<file path="src/rtl/hrll_pkg.sv">
// Shared types, constants and character tables for the HTTP request line locator.
package hrll_pkg;

   // Longest request that is scanned; longer ones are flagged.
   localparam int MAX_REQUEST = 4096;
   // Offset of a byte inside a scanned request.
   localparam int POS_W = $clog2(MAX_REQUEST);
   // Byte count of a request, or an offset one past the last byte.
   localparam int CNT_W = $clog2(MAX_REQUEST + 1);

   // Fixed widths of the result fields and the capacity registers.
   localparam int OFF_W = 12;
   localparam int LEN_W = 13;
   localparam int CAP_W = 13;

   // Common width for compares between counts and capacities, with one spare bit.
   localparam int EXT_W = ((CNT_W > CAP_W) ? CNT_W : CAP_W) + 1;

   // Register indexes of the control port.
   localparam logic CSR_URI_CAPACITY   = 1'b0;
   localparam logic CSR_QUERY_CAPACITY = 1'b1;
   localparam logic [CAP_W-1:0] CAPACITY_RESET = 13'd256;

   // Result status codes.
   localparam logic [2:0] ST_OK          = 3'd0;
   localparam logic [2:0] ST_NO_METHOD   = 3'd1;
   localparam logic [2:0] ST_NO_BODY     = 3'd2;
   localparam logic [2:0] ST_NO_SLASH    = 3'd3;
   localparam logic [2:0] ST_URI_LONG    = 3'd4;
   localparam logic [2:0] ST_REQUEST_LONG = 3'd5;

   // Method codes.
   localparam logic [1:0] METHOD_NONE    = 2'd0;
   localparam logic [1:0] METHOD_GET     = 2'd1;
   localparam logic [1:0] METHOD_POST    = 2'd2;
   localparam logic [1:0] METHOD_OPTIONS = 2'd3;

   // Bit positions of the method candidates in the match mask.
   localparam int MATCH_GET     = 0;
   localparam int MATCH_POST    = 1;
   localparam int MATCH_OPTIONS = 2;

   // Characters of interest.
   localparam logic [7:0] CH_SPACE    = 8'h20;
   localparam logic [7:0] CH_CR       = 8'h0d;
   localparam logic [7:0] CH_LF       = 8'h0a;
   localparam logic [7:0] CH_SLASH    = 8'h2f;
   localparam logic [7:0] CH_QUESTION = 8'h3f;
   localparam logic [7:0] CH_UPPER_A  = 8'h41;
   localparam logic [7:0] CH_UPPER_Z  = 8'h5a;
   localparam logic [7:0] CASE_OFFSET = 8'h20;

   typedef struct packed {
      logic [7:0] req_byte;
      logic       last;
   } req_word_type;

   typedef struct packed {
      logic [2:0]       status;
      logic [1:0]       method;
      logic [OFF_W-1:0] uri_start;
      logic [LEN_W-1:0] uri_length;
      logic             query_valid;
      logic [OFF_W-1:0] query_start;
      logic [LEN_W-1:0] query_length;
      logic [OFF_W-1:0] body_start;
   } rsp_word_type;

   // Scan state of a finished request, handed to the result stage.
   typedef struct packed {
      logic             too_long;
      logic [CNT_W-1:0] len;
      logic             leading_done;
      logic [POS_W-1:0] method_start;
      logic [2:0]       match;
      logic             slash_found;
      logic [POS_W-1:0] slash_pos;
      logic             uri_end_found;
      logic [POS_W-1:0] uri_end_pos;
      logic             query_flag;
      logic             query_end_found;
      logic [POS_W-1:0] query_end_pos;
      logic             body_found;
      logic [CNT_W-1:0] body_pos;
   } snap_type;

   // Pipeline moves issued by the top level.
   typedef struct packed {
      logic scan_en;   // input register hands its byte to the scanner
      logic snap_take; // snapshot moves into the result register
      logic rsp_take;  // result register is read out
   } pipe_ctl_type;

   function automatic logic [7:0] get_char(input logic [2:0] idx);
      logic [7:0] c;
      case (idx)
         3'd0:    c = 8'h67; // g
         3'd1:    c = 8'h65; // e
         3'd2:    c = 8'h74; // t
         default: c = 8'h00;
      endcase
      return c;
   endfunction

   function automatic logic [7:0] post_char(input logic [2:0] idx);
      logic [7:0] c;
      case (idx)
         3'd0:    c = 8'h70; // p
         3'd1:    c = 8'h6f; // o
         3'd2:    c = 8'h73; // s
         3'd3:    c = 8'h74; // t
         default: c = 8'h00;
      endcase
      return c;
   endfunction

   function automatic logic [7:0] options_char(input logic [2:0] idx);
      logic [7:0] c;
      case (idx)
         3'd0:    c = 8'h6f; // o
         3'd1:    c = 8'h70; // p
         3'd2:    c = 8'h74; // t
         3'd3:    c = 8'h69; // i
         3'd4:    c = 8'h6f; // o
         3'd5:    c = 8'h6e; // n
         3'd6:    c = 8'h73; // s
         default: c = 8'h00;
      endcase
      return c;
   endfunction

endpackage

</file>
<file path="src/rtl/hrll_scan.sv">
// Per-byte scanner: method match, slash, URI and query ends, blank line, snapshot register.
module hrll_scan
   import hrll_pkg::*;
(
   input  logic         clock,
   input  logic         reset,
   input  pipe_ctl_type pipe,
   input  req_word_type word,
   output logic         snap_valid,
   output snap_type     snap
);

   logic [CNT_W-1:0] position_ff, position_in;
   logic [POS_W-1:0] method_start_ff, method_start_in;
   logic             leading_ff, leading_in;
   logic [2:0]       match_ff, match_in;
   logic             slash_found_ff, slash_found_in;
   logic [POS_W-1:0] slash_pos_ff, slash_pos_in;
   logic             uri_end_found_ff, uri_end_found_in;
   logic [POS_W-1:0] uri_end_pos_ff, uri_end_pos_in;
   logic             query_flag_ff, query_flag_in;
   logic             query_end_found_ff, query_end_found_in;
   logic [POS_W-1:0] query_end_pos_ff, query_end_pos_in;
   logic [1:0]       blank_ff, blank_in;
   logic             body_found_ff, body_found_in;
   logic [CNT_W-1:0] body_pos_ff, body_pos_in;
   logic             too_long_ff, too_long_in;
   logic             snap_valid_ff, snap_valid_in;
   snap_type         snap_ff, snap_in;

   logic [7:0]       b;
   logic [7:0]       lc;
   logic             is_term;
   logic [POS_W-1:0] pos_short;
   logic             lead_cur;
   logic [POS_W-1:0] ms_cur;
   logic [CNT_W-1:0] method_ofs;

   assign b          = word.req_byte;
   assign lc         = (b >= CH_UPPER_A && b <= CH_UPPER_Z) ? b + CASE_OFFSET : b;
   assign is_term    = (b == CH_SPACE) || (b == CH_CR) || (b == CH_LF);
   assign pos_short  = position_ff[POS_W-1:0];
   assign lead_cur   = leading_ff || (b != CH_SPACE);
   assign ms_cur     = leading_ff ? method_start_ff : pos_short;
   assign method_ofs = position_ff - CNT_W'(ms_cur);

   always_comb begin
      position_in        = position_ff;
      method_start_in    = method_start_ff;
      leading_in         = leading_ff;
      match_in           = match_ff;
      slash_found_in     = slash_found_ff;
      slash_pos_in       = slash_pos_ff;
      uri_end_found_in   = uri_end_found_ff;
      uri_end_pos_in     = uri_end_pos_ff;
      query_flag_in      = query_flag_ff;
      query_end_found_in = query_end_found_ff;
      query_end_pos_in   = query_end_pos_ff;
      blank_in           = blank_ff;
      body_found_in      = body_found_ff;
      body_pos_in        = body_pos_ff;
      too_long_in        = too_long_ff;
      snap_in            = snap_ff;
      snap_valid_in      = snap_valid_ff && !pipe.snap_take;

      if (pipe.scan_en) begin
         if (!too_long_ff && position_ff >= CNT_W'(MAX_REQUEST)) begin
            too_long_in = 1'b1;
         end else if (!too_long_ff) begin
            leading_in      = lead_cur;
            method_start_in = ms_cur;
            if (lead_cur) begin
               if (method_ofs < CNT_W'(7)) begin
                  if (method_ofs < CNT_W'(3) && lc != get_char(method_ofs[2:0]))
                     match_in[MATCH_GET] = 1'b0;
                  if (method_ofs < CNT_W'(4) && lc != post_char(method_ofs[2:0]))
                     match_in[MATCH_POST] = 1'b0;
                  if (lc != options_char(method_ofs[2:0]))
                     match_in[MATCH_OPTIONS] = 1'b0;
               end
               if (method_ofs >= CNT_W'(3)) begin
                  if (!slash_found_ff) begin
                     if (b == CH_SLASH) begin
                        slash_found_in = 1'b1;
                        slash_pos_in   = pos_short;
                     end
                  end else if (!uri_end_found_ff) begin
                     if (b == CH_QUESTION || is_term) begin
                        uri_end_found_in = 1'b1;
                        uri_end_pos_in   = pos_short;
                        query_flag_in    = (b == CH_QUESTION);
                     end
                  end else if (query_flag_ff && !query_end_found_ff) begin
                     if (is_term) begin
                        query_end_found_in = 1'b1;
                        query_end_pos_in   = pos_short;
                     end
                  end
               end
            end
            // count matched bytes of CR LF CR LF
            if (!body_found_ff) begin
               if (b == CH_CR) begin
                  blank_in = (blank_ff == 2'd2) ? 2'd3 : 2'd1;
               end else if (b == CH_LF) begin
                  if (blank_ff == 2'd1) begin
                     blank_in = 2'd2;
                  end else if (blank_ff == 2'd3) begin
                     body_found_in = 1'b1;
                     body_pos_in   = position_ff + CNT_W'(1);
                     blank_in      = 2'd0;
                  end else begin
                     blank_in = 2'd0;
                  end
               end else begin
                  blank_in = 2'd0;
               end
            end
         end

         if (word.last) begin
            // hand the finished request over and start afresh
            snap_valid_in           = 1'b1;
            snap_in.too_long        = too_long_in;
            snap_in.len             = position_ff + CNT_W'(1);
            snap_in.leading_done    = leading_in;
            snap_in.method_start    = method_start_in;
            snap_in.match           = match_in;
            snap_in.slash_found     = slash_found_in;
            snap_in.slash_pos       = slash_pos_in;
            snap_in.uri_end_found   = uri_end_found_in;
            snap_in.uri_end_pos     = uri_end_pos_in;
            snap_in.query_flag      = query_flag_in;
            snap_in.query_end_found = query_end_found_in;
            snap_in.query_end_pos   = query_end_pos_in;
            snap_in.body_found      = body_found_in;
            snap_in.body_pos        = body_pos_in;

            position_in        = '0;
            method_start_in    = '0;
            leading_in         = 1'b0;
            match_in           = 3'b111;
            slash_found_in     = 1'b0;
            uri_end_found_in   = 1'b0;
            query_flag_in      = 1'b0;
            query_end_found_in = 1'b0;
            blank_in           = 2'd0;
            body_found_in      = 1'b0;
            too_long_in        = 1'b0;
         end else if (!too_long_in) begin
            position_in = position_ff + CNT_W'(1);
         end
      end
   end

   always_ff @(posedge clock) begin
      if (reset) begin
         position_ff        <= '0;
         method_start_ff    <= '0;
         leading_ff         <= 1'b0;
         match_ff           <= 3'b111;
         slash_found_ff     <= 1'b0;
         uri_end_found_ff   <= 1'b0;
         query_flag_ff      <= 1'b0;
         query_end_found_ff <= 1'b0;
         blank_ff           <= 2'd0;
         body_found_ff      <= 1'b0;
         too_long_ff        <= 1'b0;
         snap_valid_ff      <= 1'b0;
      end else begin
         position_ff        <= position_in;
         method_start_ff    <= method_start_in;
         leading_ff         <= leading_in;
         match_ff           <= match_in;
         slash_found_ff     <= slash_found_in;
         uri_end_found_ff   <= uri_end_found_in;
         query_flag_ff      <= query_flag_in;
         query_end_found_ff <= query_end_found_in;
         blank_ff           <= blank_in;
         body_found_ff      <= body_found_in;
         too_long_ff        <= too_long_in;
         snap_valid_ff      <= snap_valid_in;
      end
   end

   always_ff @(posedge clock) begin
      slash_pos_ff     <= slash_pos_in;
      uri_end_pos_ff   <= uri_end_pos_in;
      query_end_pos_ff <= query_end_pos_in;
      body_pos_ff      <= body_pos_in;
      snap_ff          <= snap_in;
   end

   assign snap_valid = snap_valid_ff;
   assign snap       = snap_ff;

endmodule

</file>
<file path="src/rtl/hrll_result.sv">
// Result stage: turns a request snapshot into status, method and offsets; holds the result word.
module hrll_result
   import hrll_pkg::*;
(
   input  logic             clock,
   input  logic             reset,
   input  pipe_ctl_type     pipe,
   input  snap_type         snap,
   input  logic [CAP_W-1:0] uri_capacity,
   input  logic [CAP_W-1:0] query_capacity,
   output logic             rsp_valid,
   output rsp_word_type     rsp_data
);

   logic         valid_ff, valid_in;
   rsp_word_type data_ff, data_in;

   logic [EXT_W-1:0] len_x;
   logic [EXT_W-1:0] start_x;
   logic             ok5;
   logic             ok8;
   logic [EXT_W-1:0] uri_end_x;
   logic [EXT_W-1:0] uri_len_x;
   logic [EXT_W-1:0] query_len_x;

   assign len_x       = EXT_W'(snap.len);
   assign start_x     = EXT_W'(snap.method_start);
   assign ok5         = snap.leading_done && (start_x + EXT_W'(4) < len_x);
   assign ok8         = snap.leading_done && (start_x + EXT_W'(7) < len_x);
   assign uri_end_x   = snap.uri_end_found ? EXT_W'(snap.uri_end_pos) : len_x;
   assign uri_len_x   = uri_end_x - EXT_W'(snap.slash_pos);
   assign query_len_x = EXT_W'(snap.query_end_pos) - EXT_W'(snap.uri_end_pos) - EXT_W'(1);

   always_comb begin
      data_in = '0;
      data_in.status = ST_OK;
      data_in.method = METHOD_NONE;
      if (snap.too_long) begin
         data_in.status = ST_REQUEST_LONG;
      end else begin
         if (snap.match[MATCH_GET] && ok5) begin
            data_in.method = METHOD_GET;
         end else if (snap.match[MATCH_POST] && ok5) begin
            data_in.method = METHOD_POST;
            if (!snap.body_found || EXT_W'(snap.body_pos) >= len_x)
               data_in.status = ST_NO_BODY;
         end else if (snap.match[MATCH_OPTIONS] && ok8) begin
            data_in.method = METHOD_OPTIONS;
         end else begin
            data_in.status = ST_NO_METHOD;
         end

         if (data_in.status == ST_OK) begin
            if (!snap.slash_found || EXT_W'(snap.slash_pos) + EXT_W'(1) >= len_x) begin
               data_in.status = ST_NO_SLASH;
            end else if (uri_len_x >= EXT_W'(uri_capacity)) begin
               data_in.status = ST_URI_LONG;
            end else begin
               data_in.uri_start  = OFF_W'(snap.slash_pos);
               data_in.uri_length = LEN_W'(uri_len_x);
               if (snap.query_flag && snap.query_end_found &&
                   query_len_x != '0 && query_len_x < EXT_W'(query_capacity)) begin
                  data_in.query_valid  = 1'b1;
                  data_in.query_start  = OFF_W'(EXT_W'(snap.uri_end_pos) + EXT_W'(1));
                  data_in.query_length = LEN_W'(query_len_x);
               end
               if (data_in.method == METHOD_POST)
                  data_in.body_start = OFF_W'(snap.body_pos);
            end
         end
      end
   end

   // load on a snapshot move, drop once read out
   assign valid_in = pipe.snap_take || (valid_ff && !pipe.rsp_take);

   always_ff @(posedge clock) begin
      if (reset) begin
         valid_ff <= 1'b0;
      end else begin
         valid_ff <= valid_in;
      end
   end

   always_ff @(posedge clock) begin
      if (pipe.snap_take) begin
         data_ff <= data_in;
      end
   end

   assign rsp_valid = valid_ff;
   assign rsp_data  = data_ff;

endmodule

</file>
<file path="src/rtl/http_request_line_locator_unit.sv">
// Top level of the HTTP request line locator: ports, capacity registers, pipeline control.
//
//   channel | ports                          | word
//   --------+--------------------------------+-------------------------------------
//   request | req_valid req_stall req_data   | one request byte plus last flag
//   result  | rsp_valid rsp_stall rsp_data   | status, method, URI/query/body spans
//   control | csr_write csr_index csr_wdata  | uri_capacity (0), query_capacity (1)
//
// One byte is taken per clock unless req_stall holds a last byte; the scanner
// updates its match state as each byte is taken, so there are no bubbles.
// After its last byte, a result passes the input register, the scan snapshot
// register and the result register, in that order, before it leaves.
// Reset is synchronous; it empties all three registers, clears the scan state
// and loads both capacities with 256.
// A stalled result holds in place; the snapshot and input registers keep
// filling behind it, and req_stall rises only once a last byte has nowhere to go.
module http_request_line_locator_unit
   import hrll_pkg::*;
(
   input  logic             clock,
   input  logic             reset,
   input  logic             req_valid,
   output logic             req_stall,
   input  req_word_type     req_data,
   output logic             rsp_valid,
   input  logic             rsp_stall,
   output rsp_word_type     rsp_data,
   input  logic             csr_write,
   input  logic             csr_index,
   input  logic [CAP_W-1:0] csr_wdata
);

   logic [CAP_W-1:0] uri_cap_ff, uri_cap_in;
   logic [CAP_W-1:0] query_cap_ff, query_cap_in;

   logic         in_valid_ff, in_valid_in;
   req_word_type in_word_ff;

   logic         snap_valid;
   snap_type     snap;
   pipe_ctl_type pipe;
   logic         rsp_free;
   logic         snap_free;
   logic         in_free;

   // capacity registers; to be written only while the block is idle (not enforced here)
   always_comb begin
      uri_cap_in   = uri_cap_ff;
      query_cap_in = query_cap_ff;
      if (csr_write) begin
         unique case (csr_index)
            CSR_URI_CAPACITY:   uri_cap_in   = csr_wdata;
            CSR_QUERY_CAPACITY: query_cap_in = csr_wdata;
            default: ;
         endcase
      end
   end

   // backward-flowing free signals: each stage may move when the one after it moves
   assign pipe.rsp_take  = rsp_valid && !rsp_stall;
   assign rsp_free       = !rsp_valid || pipe.rsp_take;
   assign pipe.snap_take = snap_valid && rsp_free;
   assign snap_free      = !snap_valid || pipe.snap_take;
   // a byte that is not last only updates scan state, so it never waits
   assign pipe.scan_en   = in_valid_ff && (!in_word_ff.last || snap_free);
   assign in_free        = !in_valid_ff || pipe.scan_en;
   assign req_stall      = !in_free;

   assign in_valid_in = in_free ? req_valid : in_valid_ff;

   always_ff @(posedge clock) begin
      if (reset) begin
         uri_cap_ff   <= CAPACITY_RESET;
         query_cap_ff <= CAPACITY_RESET;
         in_valid_ff  <= 1'b0;
      end else begin
         uri_cap_ff   <= uri_cap_in;
         query_cap_ff <= query_cap_in;
         in_valid_ff  <= in_valid_in;
      end
   end

   // hold the input word until the scanner takes it
   always_ff @(posedge clock) begin
      if (in_free) begin
         in_word_ff <= req_data;
      end
   end

   hrll_scan u_scan (
      .clock      (clock),
      .reset      (reset),
      .pipe       (pipe),
      .word       (in_word_ff),
      .snap_valid (snap_valid),
      .snap       (snap)
   );

   hrll_result u_result (
      .clock          (clock),
      .reset          (reset),
      .pipe           (pipe),
      .snap           (snap),
      .uri_capacity   (uri_cap_ff),
      .query_capacity (query_cap_ff),
      .rsp_valid      (rsp_valid),
      .rsp_data       (rsp_data)
   );

endmodule

</file>
<file path="config.mk">
export PLATFORM = sky130hd
export DESIGN_NAME = http_request_line_locator_unit
export DESIGN_NICKNAME = d
export VERILOG_FILES = /design/src/rtl/hrll_pkg.sv /design/src/rtl/hrll_scan.sv /design/src/rtl/hrll_result.sv /design/src/rtl/http_request_line_locator_unit.sv
export SDC_FILE = /design/constraint.sdc
export NUM_CORES = 1
export LEC_CHECK = 0
export BUFFER_PORTS_ARGS = -buffer_cell sky130_fd_sc_hd__buf_4
export CELL_PAD_IN_SITES_DETAIL_PLACEMENT = 2
export CELL_PAD_IN_SITES_GLOBAL_PLACEMENT = 2
export CORE_ASPECT_RATIO = 0.6
export CORE_MARGIN = 1.5
export CORE_UTILIZATION = 39
export DETAILED_ROUTE_END_ITERATION = 16
export GPL_TIMING_DRIVEN = 0
export HOLD_SLACK_MARGIN = 0.15
export PLACE_DENSITY_LB_ADDON = 0.1
export SLEW_MARGIN = 20
export SYNTH_ARGS = -nofsm -noshare
export SYNTH_HDL_FRONTEND = slang
export SYNTH_SLANG_ARGS = --single-unit
</file>
<file path="constraint.sdc">
create_clock -name clock -period 12.82 [get_ports clock]
set_input_delay 2.564 -clock clock [delete_from_list [all_inputs] [get_ports clock]]
set_output_delay 2.564 -clock clock [all_outputs]
set_load 0.02 [all_outputs]
</file>
==> results by group, run 1 <==
Outcome
  – Run status: completed

GRT
  – Aggregate global routing overflow: 0
  – Number of antenna violations at the first check in global routing: 0
  – Global-route wire length before repair: 84,200 um
  – Largest net degree at the start of global routing: 56
  – Number of global-route vias before repair: 13,200
  – Gr usage total: 26.3%

Final layout
  – Share of post-route cells with drive strength above 1: 15.1%
  – Number of fill cells in the layout: 4,144
  – Final design utilization: 46.0%
  – Area growth from synthesis to layout: 16.6%
  – Inserted Diodes: 0
  – Final layout net count: 1,778

STA
  – Post-route fraction of the period consumed by the critical path: 53.6%
  – Unrepaired setup endpoints after global routing: no
  – Final setup TNS: 0 ns
  – Final critical path time including I/O delays and setup: 6.87 ns
  – Final max-slew violation count: 0
  – Max-Slew Margin vs Limit: 25.6%
  – Fmax: 0.146 GHz
  – Final setup fails: 0
  – Number of hold-slack violations in the final timing report: 0
  – Actual slew at the worst max-slew pin: 1.11 ns
  – Final Skew: 0.0239 ns

Die
  – IO Pins: 98
  – Die width: 264 um
  – Initial core utilization: 39.4%
  – Area of the core region: 40,300 um2
  – Die Span Y: 159 um
  – Number of core rows: 57
  – Area of the die: 42,000 um2

Power and ir drop
  – Static Leakage: 0.00715 uW
  – Areal power density over the cells: 116 nW/um2
  – Highest ir drop seen on vdd: 0.0972 mV
  – Pwr Total: 2140 uW

Synth
  – Post-synth ARST share: 0%
  – Synthesized netlist net count: 1,644
  – Ranking of synthesized cells by area: sky130_fd_sc_hd__edfxtp_1, sky130_fd_sc_hd__ha_1, sky130_fd_sc_hd__dfxtp_1, sky130_fd_sc_hd__nor2_1, sky130_fd_sc_hd__a21oi_1
  – Flip-flop and latch count after synthesis: 276
  – Post-synth EDFFs: 210
  – Commonest cells in the netlist: sky130_fd_sc_hd__edfxtp_1, sky130_fd_sc_hd__nor2_1, sky130_fd_sc_hd__ha_1
  – Largest area contributor in the netlist: sky130_fd_sc_hd__edfxtp_1
  – Number of warning messages in the yosys log: 0
  – Synth Cell Area: 15,900 um2
  – Area share of the largest cell type after synthesis: 39.7%
  – Gate Count Post-Synth: 1,494
  – Most used flip-flop cell after synthesis: sky130_fd_sc_hd__edfxtp_1
  – Synthesized area per cell: 10.6 um2
  – Portion of the post-synthesis area used by sequential elements: 48.0%
  – Most common cell in the synthesized netlist: sky130_fd_sc_hd__edfxtp_1
  – Post-synthesis cell type count: 92

Clock tree
  – Number of buffers added for setup after CTS: 0
  – Worst-Skew Late Latency: 0.59 ns
  – Post-CTS Hold Fix Bufs: 0
  – TritonCTS clock tree: done
  – Clock sink total: 276
  – Clock slew at reported path FFs: 0.07 ns
  – Number of cells upsized or downsized after cts: 0
  – Deepest level of the CTS H-tree: 1
  – Number of buffers inserted during clock tree synthesis: 30
  – Library cell used as clock root buffer: sky130_fd_sc_hd__clkbuf_16
  – Deepest clock path buffer count: 3

Critical path
  – Critical Path End Type: register
  – Arrival time at the worst endpoint: 7.28 ns
  – Critical Path Start Type: register
  – Worst reg2reg startpoint: u_scan.snap[40]
  – Number of buffer and inverter stages on the critical path: 2
  – Data required time at the worst endpoint: 13.23 ns
  – Crit. Startpoint: u_scan.snap[40]
  – Slowest-stage cell, CP: sky130_fd_sc_hd__nor4b_2
  – Kind of cell adding the most delay to the critical path: compound AO/OA/AOI/OAI gates
  – Critical Path Most Common Cell: sky130_fd_sc_hd__a21oi_1
  – Type of the worst setup path: register to register
  – Largest fanout on the critical path: 10
  – Biggest cell delay along the critical path: 1.01 ns
  – Cells along the critical path: clkbuf_1, o21ai_0, fa_1, a21o_1, a21oi_1, o21bai_1, a21oi_1, o211ai_1, a2111oi_0, a41o_1, nor2_1, ha_1, nand3_1, a21oi_1, nor3b_1, o311ai_0, nor4b_2, o2111ai_2, buf_4, nor3_1

Detailed routing
  – DR DRC count: 0
  – Count of TritonRoute iterations in the first routing pass: 5
  – Mean number of vias per cell: 5.75
  – Via total after detailed routing: 12,600
  – Met2 Wirelength: 23,600 um
  – Met3 wire length: 2440 um
  – Post-detailed-route wirelength per cell: 25.5 um
  – ANT nets after route: 0
  – Top layer in use: met4
  – Drt initial violations: 911
  – Met1 routed wirelength after detailed routing: 28,600 um
  – Total detailed-routing wirelength: 55,600 um

Placement
  – Routability Congestion: 0.833
  – Quantity of I/O buffers inserted on ports: 97
  – Placed wire-length estimate: 42,300 um

Job
  – Max-cap violations: 0

Hold path
  – Class of the worst hold path: register to register
  – Worst Min Path Start: uri_cap_ff[1]
registers in the layout, indices dropped and copies added (netlist names), 13 cells and up:
| signal | flops |
|---|---|
| query_cap_ff | 13 |
| u_scan.position_ff | 13 |
| u_result.rsp_data | 68 |
| u_scan.body_pos_ff | 13 |
| u_scan.snap | 84 |
| uri_cap_ff | 13 |
worst paths after layout:
kind	end	slack (ns)	cells after the start
max reg2reg	u_result.rsp_data[28]	5.95	20
min	uri_cap_ff[1]	0.46	2
min reg2reg	uri_cap_ff[1]	0.46	2
max	u_result.rsp_data[28]	5.95	20
stage by stage:
stage                     instance area, um2  hold WS, ns  cells  worst slack, ns
after detailed placement               17400        0.451   2127             6.16
after global placement                 17300        0.444   2122             2.23
after floorplan                        15900        0.434   1494             4.73
final                                  18500        0.460   2183             5.95
after CTS                              18500        0.461   2183             6.08
after global routing                   18500        0.474   2183             5.49
layout make-up:
cell class                 instances  area (um2)  share of cell area (%)
clock buffer                      46         978                    5.28
buffer                            57         317                    1.71
tap                              531         664                    3.59
sequential                       276        7630                    41.2
clock inverter                    10         115                   0.622
timing repair buffer             102         858                    4.64
multi-input combinational       1056        7560                    40.8
inverter                         105         398                    2.15
per-layer routing:
metal	up-vias	global-route usage (%)
met5	-	0
met3	62	3.28
li1	5749	-
met2	285	39.5
met4	0	4.52
met1	6458	40.6
cells by family after synthesis:
family / count (synthesis) / synth area share [%]
AND/OR/NAND/NOR: 467 / 14.6
AO/OA/AOI/OAI: 323 / 13.8
flip-flops: 276 / 48.0
buffers and inverters: 162 / 4.47
adder cells (fa/ha/maj): 122 / 9.75
XOR/XNOR: 80 / 4.41
multiplexers: 64 / 4.90
layout by cell type (no fill, tap or decap), types with 6 or more instances in the layout:
cell and n:
sky130_fd_sc_hd__a31oi_1 6, sky130_fd_sc_hd__xor2_1 32, sky130_fd_sc_hd__inv_1 103, sky130_fd_sc_hd__nor3_1 35, sky130_fd_sc_hd__nand2_1 118, sky130_fd_sc_hd__a21o_1 18, sky130_fd_sc_hd__nand4_1 16, sky130_fd_sc_hd__buf_1 6
sky130_fd_sc_hd__nand3_1 37, sky130_fd_sc_hd__and3_1 16, sky130_fd_sc_hd__ha_1 119, sky130_fd_sc_hd__nor2b_1 16, sky130_fd_sc_hd__o211ai_1 12, sky130_fd_sc_hd__a2111oi_0 7, sky130_fd_sc_hd__o21bai_1 6, sky130_fd_sc_hd__mux2_4 20
sky130_fd_sc_hd__a211o_1 9, sky130_fd_sc_hd__o21a_1 9, sky130_fd_sc_hd__nand2b_1 11, sky130_fd_sc_hd__edfxtp_1 210, sky130_fd_sc_hd__mux2i_1 14, sky130_fd_sc_hd__clkbuf_16 36, sky130_fd_sc_hd__clkbuf_1 44, sky130_fd_sc_hd__or3_1 7
sky130_fd_sc_hd__o31ai_1 6, sky130_fd_sc_hd__a22oi_1 18, sky130_fd_sc_hd__and2_1 28, sky130_fd_sc_hd__or2_2 7, sky130_fd_sc_hd__mux2_2 30, sky130_fd_sc_hd__dfxtp_1 66, sky130_fd_sc_hd__nor2_1 131, sky130_fd_sc_hd__nor4b_1 6
sky130_fd_sc_hd__o21ai_0 69, sky130_fd_sc_hd__a21oi_1 94, sky130_fd_sc_hd__xnor2_1 48, sky130_fd_sc_hd__buf_4 101, sky130_fd_sc_hd__a211oi_1 11, sky130_fd_sc_hd__nor4_1 11
report_power, final:
part / switching (uW) / internal [uW] / total (uW) / leakage [uW]
clock: 397 / 568 / 965 / 0.000540
sequential: 13.3 / 974 / 987 / 0.00242
combinational: 120 / 67.5 / 188 / 0.00419
worst min-delay path, stage by stage, from the launching register on:
cell and delay [ns]:
sky130_fd_sc_hd__dfxtp_1 0.31, sky130_fd_sc_hd__nand2_1 0.05, sky130_fd_sc_hd__a21oi_1 0.05
Note: power is estimated with default switching activity, not from simulation.
==> inputs of run 2 (changes only) <==
CORE_UTILIZATION = 37   (was 39)
clock period = 6 ns   (was 12.82 ns; I/O delays follow)
==> results by group, run 2 (same netlist as run 1, synthesis figures left out) <==
STA
  – Crit path setup slack, layout: 0.371 ns (-5.58 ns)
  – Final critical path time including I/O delays and setup: 5.63 ns (-1.24 ns)
  – Max-Slew Margin vs Limit: 34.1% (+8.5 points)
  – Fmax: 0.178 GHz (+22%)
  – Final setup TNS: 0 ns (unchanged)
  – Post-route fraction of the period consumed by the critical path: 93.8% (+40 points)
  – Final max-slew violation count: 0 (unchanged)
  – Actual slew at the worst max-slew pin: 0.981 ns (-0.132 ns)
  – Unrepaired setup endpoints after global routing: no
  – Number of hold-slack violations in the final timing report: 0 (unchanged)
  – Final setup fails: 0 (unchanged)
  – Final Skew: 0.0186 ns (-0.00532 ns)

Detailed routing
  – Drt initial violations: 912 (+0.11%)
  – Count of TritonRoute iterations in the first routing pass: 5 (unchanged)
  – Mean number of vias per cell: 5.56 (-3.3%)
  – Post-detailed-route wirelength per cell: 24.7 um (-3.0%)
  – Via total after detailed routing: 12,400 (-1.3%)
  – ANT nets after route: 0 (unchanged)
  – DR DRC count: 0 (unchanged)
  – Total detailed-routing wirelength: 55,000 um (-1.1%)

Job
  – Max-cap violations: 0 (unchanged)

Clock tree
  – Worst-Skew Late Latency: 0.58 ns (about the same)
  – Clock sink total: 276 (unchanged)
  – Deepest level of the CTS H-tree: 1 (unchanged)
  – Deepest clock path buffer count: 3 (unchanged)
  – TritonCTS clock tree: done
  – Clock slew at reported path FFs: 0.07 ns (about the same)
  – Number of buffers inserted during clock tree synthesis: 29 (-3.3%)
  – Library cell used as clock root buffer: sky130_fd_sc_hd__clkbuf_16

Final layout
  – Final layout net count: 1,783 (+0.28%)
  – Share of post-route cells with drive strength above 1: 15.7% (+0.63 points)
  – Flip-flop count of the largest register after layout: 84 (unchanged)
  – Commonest cells after routing, fill and taps aside: sky130_fd_sc_hd__edfxtp_1, sky130_fd_sc_hd__nor2_1, sky130_fd_sc_hd__ha_1
  – Inserted Diodes: 0 (unchanged)
  – Filler-free cell count of the finished design: 2,226 (+2.0%)
  – Final design utilization: 44.0% (-1.9 points)
  – Most common cell after layout, fill and taps aside: sky130_fd_sc_hd__edfxtp_1
  – Area growth from synthesis to layout: 16.6% (about the same)

Power and ir drop
  – Areal power density over the cells: 236 nW/um2 (+100%)
  – Share of power burned in the clock network: 42.8% (-2.3 points)
  – Psw: 1120 uW (+110%)
  – Pwr Total: 4380 uW (+100%)
  – Portion of total power attributed to sequential cells: 48.1% (+2.0 points)
  – Combinational Power Share: 9.2% (+0.4 points)
  – Static Leakage: 0.00714 uW (-0.10%)
  – Cell internal power dissipation: 3260 uW (+100%)
  – Switching fraction of total power: 25.5% (+0.71 points)
  – Highest ir drop seen on vdd: 0.241 mV (+150%)

Critical path
  – Worst reg2reg startpoint: u_scan.snap[40]
  – Critical Path End Type: register
  – End of the critical path: u_result.rsp_data[54]
  – Data required time at the worst endpoint: 6.31 ns (-6.92 ns)
  – Type of the worst setup path: register to register
  – Path depth of the worst reg2reg path: 22 (+10%)
  – Worst reg2reg setup slack: 0.37 ns (-5.58 ns)
  – Critical Path Start Type: register
  – Largest fanout on the critical path: 10 (unchanged)
  – Critical R2R Capture: u_result.rsp_data[54]
  – Crit. Startpoint: u_scan.snap[40]
  – Arrival time at the worst endpoint: 5.94 ns (-1.34 ns)

Die
  – Initial core utilization: 37.7% (-1.7 points)
  – Number of core rows: 58 (+1.8%)
  – Die width: 271 um (+2.6%)
  – Area of the die: 44,200 um2 (+5.3%)
  – Die Span Y: 164 um (+2.6%)
  – Area of the core region: 42,100 um2 (+4.5%)
  – IO Pins: 98 (unchanged)

Placement
  – Post-placement setup slack: -0.657 ns (-6.82 ns)
  – Routability Congestion: 0.870 (+4.5%)
  – Number of placed instances, taps included: 2,166 (+1.8%)
  – Placed wire-length estimate: 42,300 um (+0.12%)
  – Quantity of I/O buffers inserted on ports: 97 (unchanged)

GRT
  – Gr usage total: 24.7% (-1.6 points)
  – Aggregate global routing overflow: 0 (unchanged)
  – Largest net degree at the start of global routing: 59 (+5.4%)
  – Global-route wire length before repair: 82,500 um (-2.0%)
  – Number of global-route vias before repair: 13,000 (-1.3%)
  – Number of antenna violations at the first check in global routing: 2 (+2)

Outcome
  – Run status: completed

Hold path
  – Class of the worst hold path: register to register
## run 2: metrics by stage
stage / hold slack [ns] / area (um2)
after global placement: 0.445 / 17300
after detailed placement: 0.451 / 17500
after global routing: 0.481 / 18500
after CTS: 0.461 / 18500
after floorplan: 0.434 / 15900
final: 0.459 / 18500
## run 2: worst min-delay path by stage
stage                        from                  to  depth (start not counted)  slack, ns
6_report            uri_cap_ff[9]       uri_cap_ff[9]                          2       0.46
5_1_grt             uri_cap_ff[9]       uri_cap_ff[9]                          2       0.48
4_1_cts             uri_cap_ff[9]       uri_cap_ff[9]                          2       0.46
3_5_place_dp        uri_cap_ff[9]       uri_cap_ff[9]                          2       0.45
3_3_place_gp   u_scan.match_ff[1]  u_scan.match_ff[1]                          1       0.45
2_1_floorplan     query_cap_ff[0]     query_cap_ff[0]                          2       0.43
## run 2: per-layer routing
metal / part of all wire [%] / GRT usage (%)
met5: 0 / 0
met4: 1.6 / 4.22
met3: 4.8 / 4.20
met2: 41 / 36.1
met1: 53 / 38.2
## run 2: critical path, cell delays in order (launching register included)
cell and delay, ns:
sky130_fd_sc_hd__edfxtp_1 0.52, sky130_fd_sc_hd__buf_4 0.19, sky130_fd_sc_hd__mux2i_1 0.16, sky130_fd_sc_hd__ha_1 0.20, sky130_fd_sc_hd__inv_1 0.06, sky130_fd_sc_hd__fa_1 0.42, sky130_fd_sc_hd__a21o_1 0.20, sky130_fd_sc_hd__a21oi_1 0.25
sky130_fd_sc_hd__o21bai_1 0.12, sky130_fd_sc_hd__a21oi_2 0.21, sky130_fd_sc_hd__o211ai_1 0.23, sky130_fd_sc_hd__a2111oi_2 0.42, sky130_fd_sc_hd__a41o_1 0.17, sky130_fd_sc_hd__nor2_1 0.07, sky130_fd_sc_hd__ha_1 0.31, sky130_fd_sc_hd__nand3_1 0.11
sky130_fd_sc_hd__nor4_1 0.29, sky130_fd_sc_hd__o41ai_1 0.17, sky130_fd_sc_hd__o311ai_2 0.18, sky130_fd_sc_hd__or4b_1 0.19, sky130_fd_sc_hd__clkbuf_1 0.25, sky130_fd_sc_hd__clkbuf_1 0.51, sky130_fd_sc_hd__nor2_1 0.13
## run 2: cell type report
cell class / count / area, um2
Buffer: 57 / 320
Clock buffer: 39 / 847
Clock inverter: 15 / 114
Fill cell: 4415 / 23600
Inverter: 105 / 398
Multi-Input combinational cell: 1056 / 7600
Sequential cell: 276 / 7630
Tap cell: 570 / 713
Timing Repair Buffer: 108 / 903
## run 2: power groups by stage
| stage | clock (uW) | combinational [uW] | sequential (uW) |
|---|---|---|---|
| after floorplan | 0 | 241 | 2150 |
| after global placement | 0 | 367 | 2150 |
| after detailed placement | 0 | 392 | 2150 |
| after CTS | 1910 | 396 | 2110 |
| after global routing | 1990 | 438 | 2110 |
| final | 1870 | 401 | 2110 |
## run 2: repair_timing
item / 4_1_cts / 5_1_grt
pin swaps: 1 / 0
hold buffers: 0 / 0
setup buffers: 2 / 4
endpoints found under the setup margin: 51 / 58
gates resized for setup: 3 / 12
==> inputs of run 3 (changes only) <==
CORE_UTILIZATION = 41   (was 37)
clock period = 6.03 ns   (was 6 ns; I/O delays follow)
==> results by group, run 3 (same netlist as run 1, synthesis figures left out) <==
Power and ir drop
  – Share of power burned in the clock network: 44.6% (+1.8 points)
  – Static Leakage: 0.00714 uW (about the same)
  – Pwr Total: 4520 uW (+3.1%)
  – Highest ir drop seen on vdd: 0.211 mV (-12%)
  – Psw: 1120 uW (about the same)
  – Switching fraction of total power: 24.7% (-0.76 points)
  – Combinational Power Share: 8.9% (-0.3 points)
  – Cell internal power dissipation: 3400 uW (+4.2%)
  – Portion of total power attributed to sequential cells: 46.4% (-1.7 points)
  – Areal power density over the cells: 244 nW/um2 (+3.3%)

Detailed routing
  – ANT nets after route: 0 (unchanged)
  – Count of TritonRoute iterations in the first routing pass: 5 (unchanged)
  – Drt initial violations: 1,022 (+12%)
  – DR DRC count: 0 (unchanged)
  – Post-detailed-route wirelength per cell: 25.8 um (+4.6%)
  – Via total after detailed routing: 12,700 (+2.1%)
  – Total detailed-routing wirelength: 56,000 um (+1.8%)
  – Mean number of vias per cell: 5.84 (+5.0%)

Final layout
  – Inserted Diodes: 0 (unchanged)
  – Area used by multi-input combinational logic: 7590 um2 (-0.23%)
  – Area growth from synthesis to layout: 16.4%
  – Final design instance area without fill: 18,500 um2 (-0.19%)
  – Most common cell after layout, fill and taps aside: sky130_fd_sc_hd__edfxtp_1
  – Area occupied by registers: 7630 um2 (unchanged)
  – Number of fill cells in the layout: 3,844 (-13%)
  – Filler-free cell count of the finished design: 2,166 (-2.7%)
  – Flip-flop count of the largest register after layout: 84 (unchanged)
  – Final design utilization: 48.8% (+4.8 points)
  – Final layout net count: 1,780 (-0.17%)
  – Share of post-route cells with drive strength above 1: 15.5% (-0.21 points)
  – Commonest cells after routing, fill and taps aside: sky130_fd_sc_hd__edfxtp_1, sky130_fd_sc_hd__nor2_1, sky130_fd_sc_hd__ha_1

Die
  – Area of the die: 40,000 um2 (-9.6%)
  – Area of the core region: 37,900 um2 (-9.9%)
  – Initial core utilization: 41.9% (+4.2 points)
  – IO Pins: 98 (unchanged)
  – Die Span Y: 155 um (-4.9%)
  – Die width: 257 um (-4.9%)
  – Number of core rows: 55 (-5.2%)

Clock tree
  – Clock slew at reported path FFs: 0.07 ns (about the same)
  – Deepest clock path buffer count: 3 (unchanged)
  – Clock sink total: 276 (unchanged)
  – Deepest level of the CTS H-tree: 1 (unchanged)
  – TritonCTS clock tree: done
  – Worst-Skew Late Latency: 0.58 ns (about the same)
  – Number of buffers inserted during clock tree synthesis: 29 (unchanged)
  – Library cell used as clock root buffer: sky130_fd_sc_hd__clkbuf_16

Placement
  – Quantity of I/O buffers inserted on ports: 97 (unchanged)
  – Placed wire-length estimate: 42,600 um (+0.63%)
  – Standard cell area after detailed placement: 17,400 um2 (-0.45%)
  – Number of placed instances, taps included: 2,109 (-2.6%)
  – Routability Congestion: 0.872 (+0.16%)

STA
  – Actual slew at the worst max-slew pin: 0.905 ns (-0.0766 ns)
  – Final critical path time including I/O delays and setup: 5.81 ns (+0.186 ns)
  – Final max-slew violation count: 0 (unchanged)
  – Final Skew: 0.0227 ns (+0.00412 ns)
  – Final setup fails: 0 (unchanged)
  – Post-route fraction of the period consumed by the critical path: 96.4% (+2.6 points)
  – Number of hold-slack violations in the final timing report: 0 (unchanged)
  – Max-Slew Margin vs Limit: 39.7% (+5.6 points)
  – Worst hold-check slack: 0.461 ns (+0.00160 ns)
  – Unrepaired setup endpoints after global routing: no
  – Fmax: 0.172 GHz (-3.2%)

Critical path
  – Data required time at the worst endpoint: 6.42 ns (+0.11 ns)
  – Arrival time at the worst endpoint: 6.20 ns (+0.26 ns)
  – Path depth of the worst reg2reg path: 22 (unchanged)
  – Type of the worst setup path: register to register
  – Worst reg2reg setup slack: 0.22 ns (-0.16 ns)
  – Critical Path Start Type: register
  – Worst reg2reg startpoint: u_scan.snap[40]
  – Largest fanout on the critical path: 10 (unchanged)
  – Critical Path End Type: register
  – Critical R2R Capture: u_result.rsp_data[27]

Hold path
  – Cell depth of the worst hold path: 2 (unchanged)
  – Hold EP: uri_cap_ff[7]
  – Worst Min Path Start: uri_cap_ff[7]
  – Class of the worst hold path: register to register

GRT
  – Number of global-route vias before repair: 13,200 (+1.7%)
  – Aggregate global routing overflow: 0 (unchanged)
  – Largest net degree at the start of global routing: 50 (-15%)
  – Global-route wire length before repair: 84,500 um (+2.5%)
  – Gr usage total: 27.8% (+3.1 points)
  – Number of antenna violations at the first check in global routing: 3 (+1)

Job
  – Max-cap violations: 0 (unchanged)

Outcome
  – Run status: completed
-- run 3: changes by cell type in the layout (fill, tap and decap cells not counted), sizes merged --
cell | before | now
bufinv | 1 | 7
inv | 109 | 106
clkinvlp | 0 | 2
buf | 126 | 122
clkinv | 10 | 12
clkbuf | 77 | 71
-- run 3: through the flow --
stage,worst slack (ns),setup TNS (ns)
2_1_floorplan,1.21,0
3_3_place_gp,-0.856,-104.39
3_5_place_dp,-0.715,-15.52
5_1_grt,0.00561,0
6_report,0.216,0
4_1_cts,0.0221,0
-- run 3: final cells by class --
class	count	share of cell area (%)
Tap cell	513	3.47
Clock inverter	22	1.66
Buffer	57	1.74
Timing Repair Buffer	105	4.72
Clock buffer	32	3.99
Multi-Input combinational cell	1056	41.0
Inverter	105	2.15
Sequential cell	276	41.2
-- run 3: power by group through the flow --
stage               clock, uW  combinational [uW]  sequential (uW)
floorplan                   0                 239             2130
global placement            0                 361             2140
detailed placement          0                 391             2140
CTS                      2040                 399             2100
global route             2100                 435             2100
finish                   2020                 403             2100
-- run 3: repair_timing --
item	4_1_cts	5_1_grt
endpoints found under the setup margin	56	46
setup buffers	2	1
pin swaps	1	0
gates resized for setup	5	7
hold buffers	0	0
-- run 3: critical path, stage by stage (launching register included) --
cell	delay, ns
sky130_fd_sc_hd__edfxtp_1	0.53
sky130_fd_sc_hd__clkbuf_2	0.25
sky130_fd_sc_hd__nand2_1	0.11
sky130_fd_sc_hd__o21ai_0	0.17
sky130_fd_sc_hd__fa_1	0.47
sky130_fd_sc_hd__a21o_1	0.20
sky130_fd_sc_hd__a21oi_1	0.27
sky130_fd_sc_hd__o21bai_1	0.12
sky130_fd_sc_hd__a21oi_2	0.24
sky130_fd_sc_hd__o211ai_1	0.24
sky130_fd_sc_hd__a2111oi_1	0.48
sky130_fd_sc_hd__a41o_1	0.18
sky130_fd_sc_hd__nor2_1	0.06
sky130_fd_sc_hd__ha_1	0.30
sky130_fd_sc_hd__nand3_1	0.14
sky130_fd_sc_hd__a21oi_1	0.07
sky130_fd_sc_hd__nor3b_1	0.18
sky130_fd_sc_hd__o311ai_1	0.25
sky130_fd_sc_hd__nor4b_4	0.34
sky130_fd_sc_hd__buf_4	0.24
sky130_fd_sc_hd__o2111ai_4	0.23
sky130_fd_sc_hd__buf_4	0.28
sky130_fd_sc_hd__nor3_1	0.26
-- run 3: metal layers --
layer	GRT usage, %	share of wire (%)	vias to the layer above
met4	4.45	1.3	2
met5	0	0.023	-
met2	42.9	44	320
met1	42.5	51	6542
li1	-	-	5740
met3	3.19	4.5	47
-- run 3: how the worst max path moves through the flow --
| stage | slack (ns) | startpoint | end | cells past startpoint |
|---|---|---|---|---|
| final | 0.22 | u_scan.snap[40] | u_result.rsp_data[27] | 22 |
| after global routing | 0.006 | u_scan.snap[40] | u_result.rsp_data[12] | 22 |
| after CTS | 0.02 | u_scan.snap[40] | u_result.rsp_data[60] | 21 |
| after detailed placement | -0.72 | u_scan.snap[28] | u_result.rsp_data[27] | 21 |
| after global placement | -0.86 | rsp_stall | u_scan.snap[78] | 6 |
| after floorplan | 1.21 | u_scan.snap[40] | u_result.rsp_data[10] | 21 |
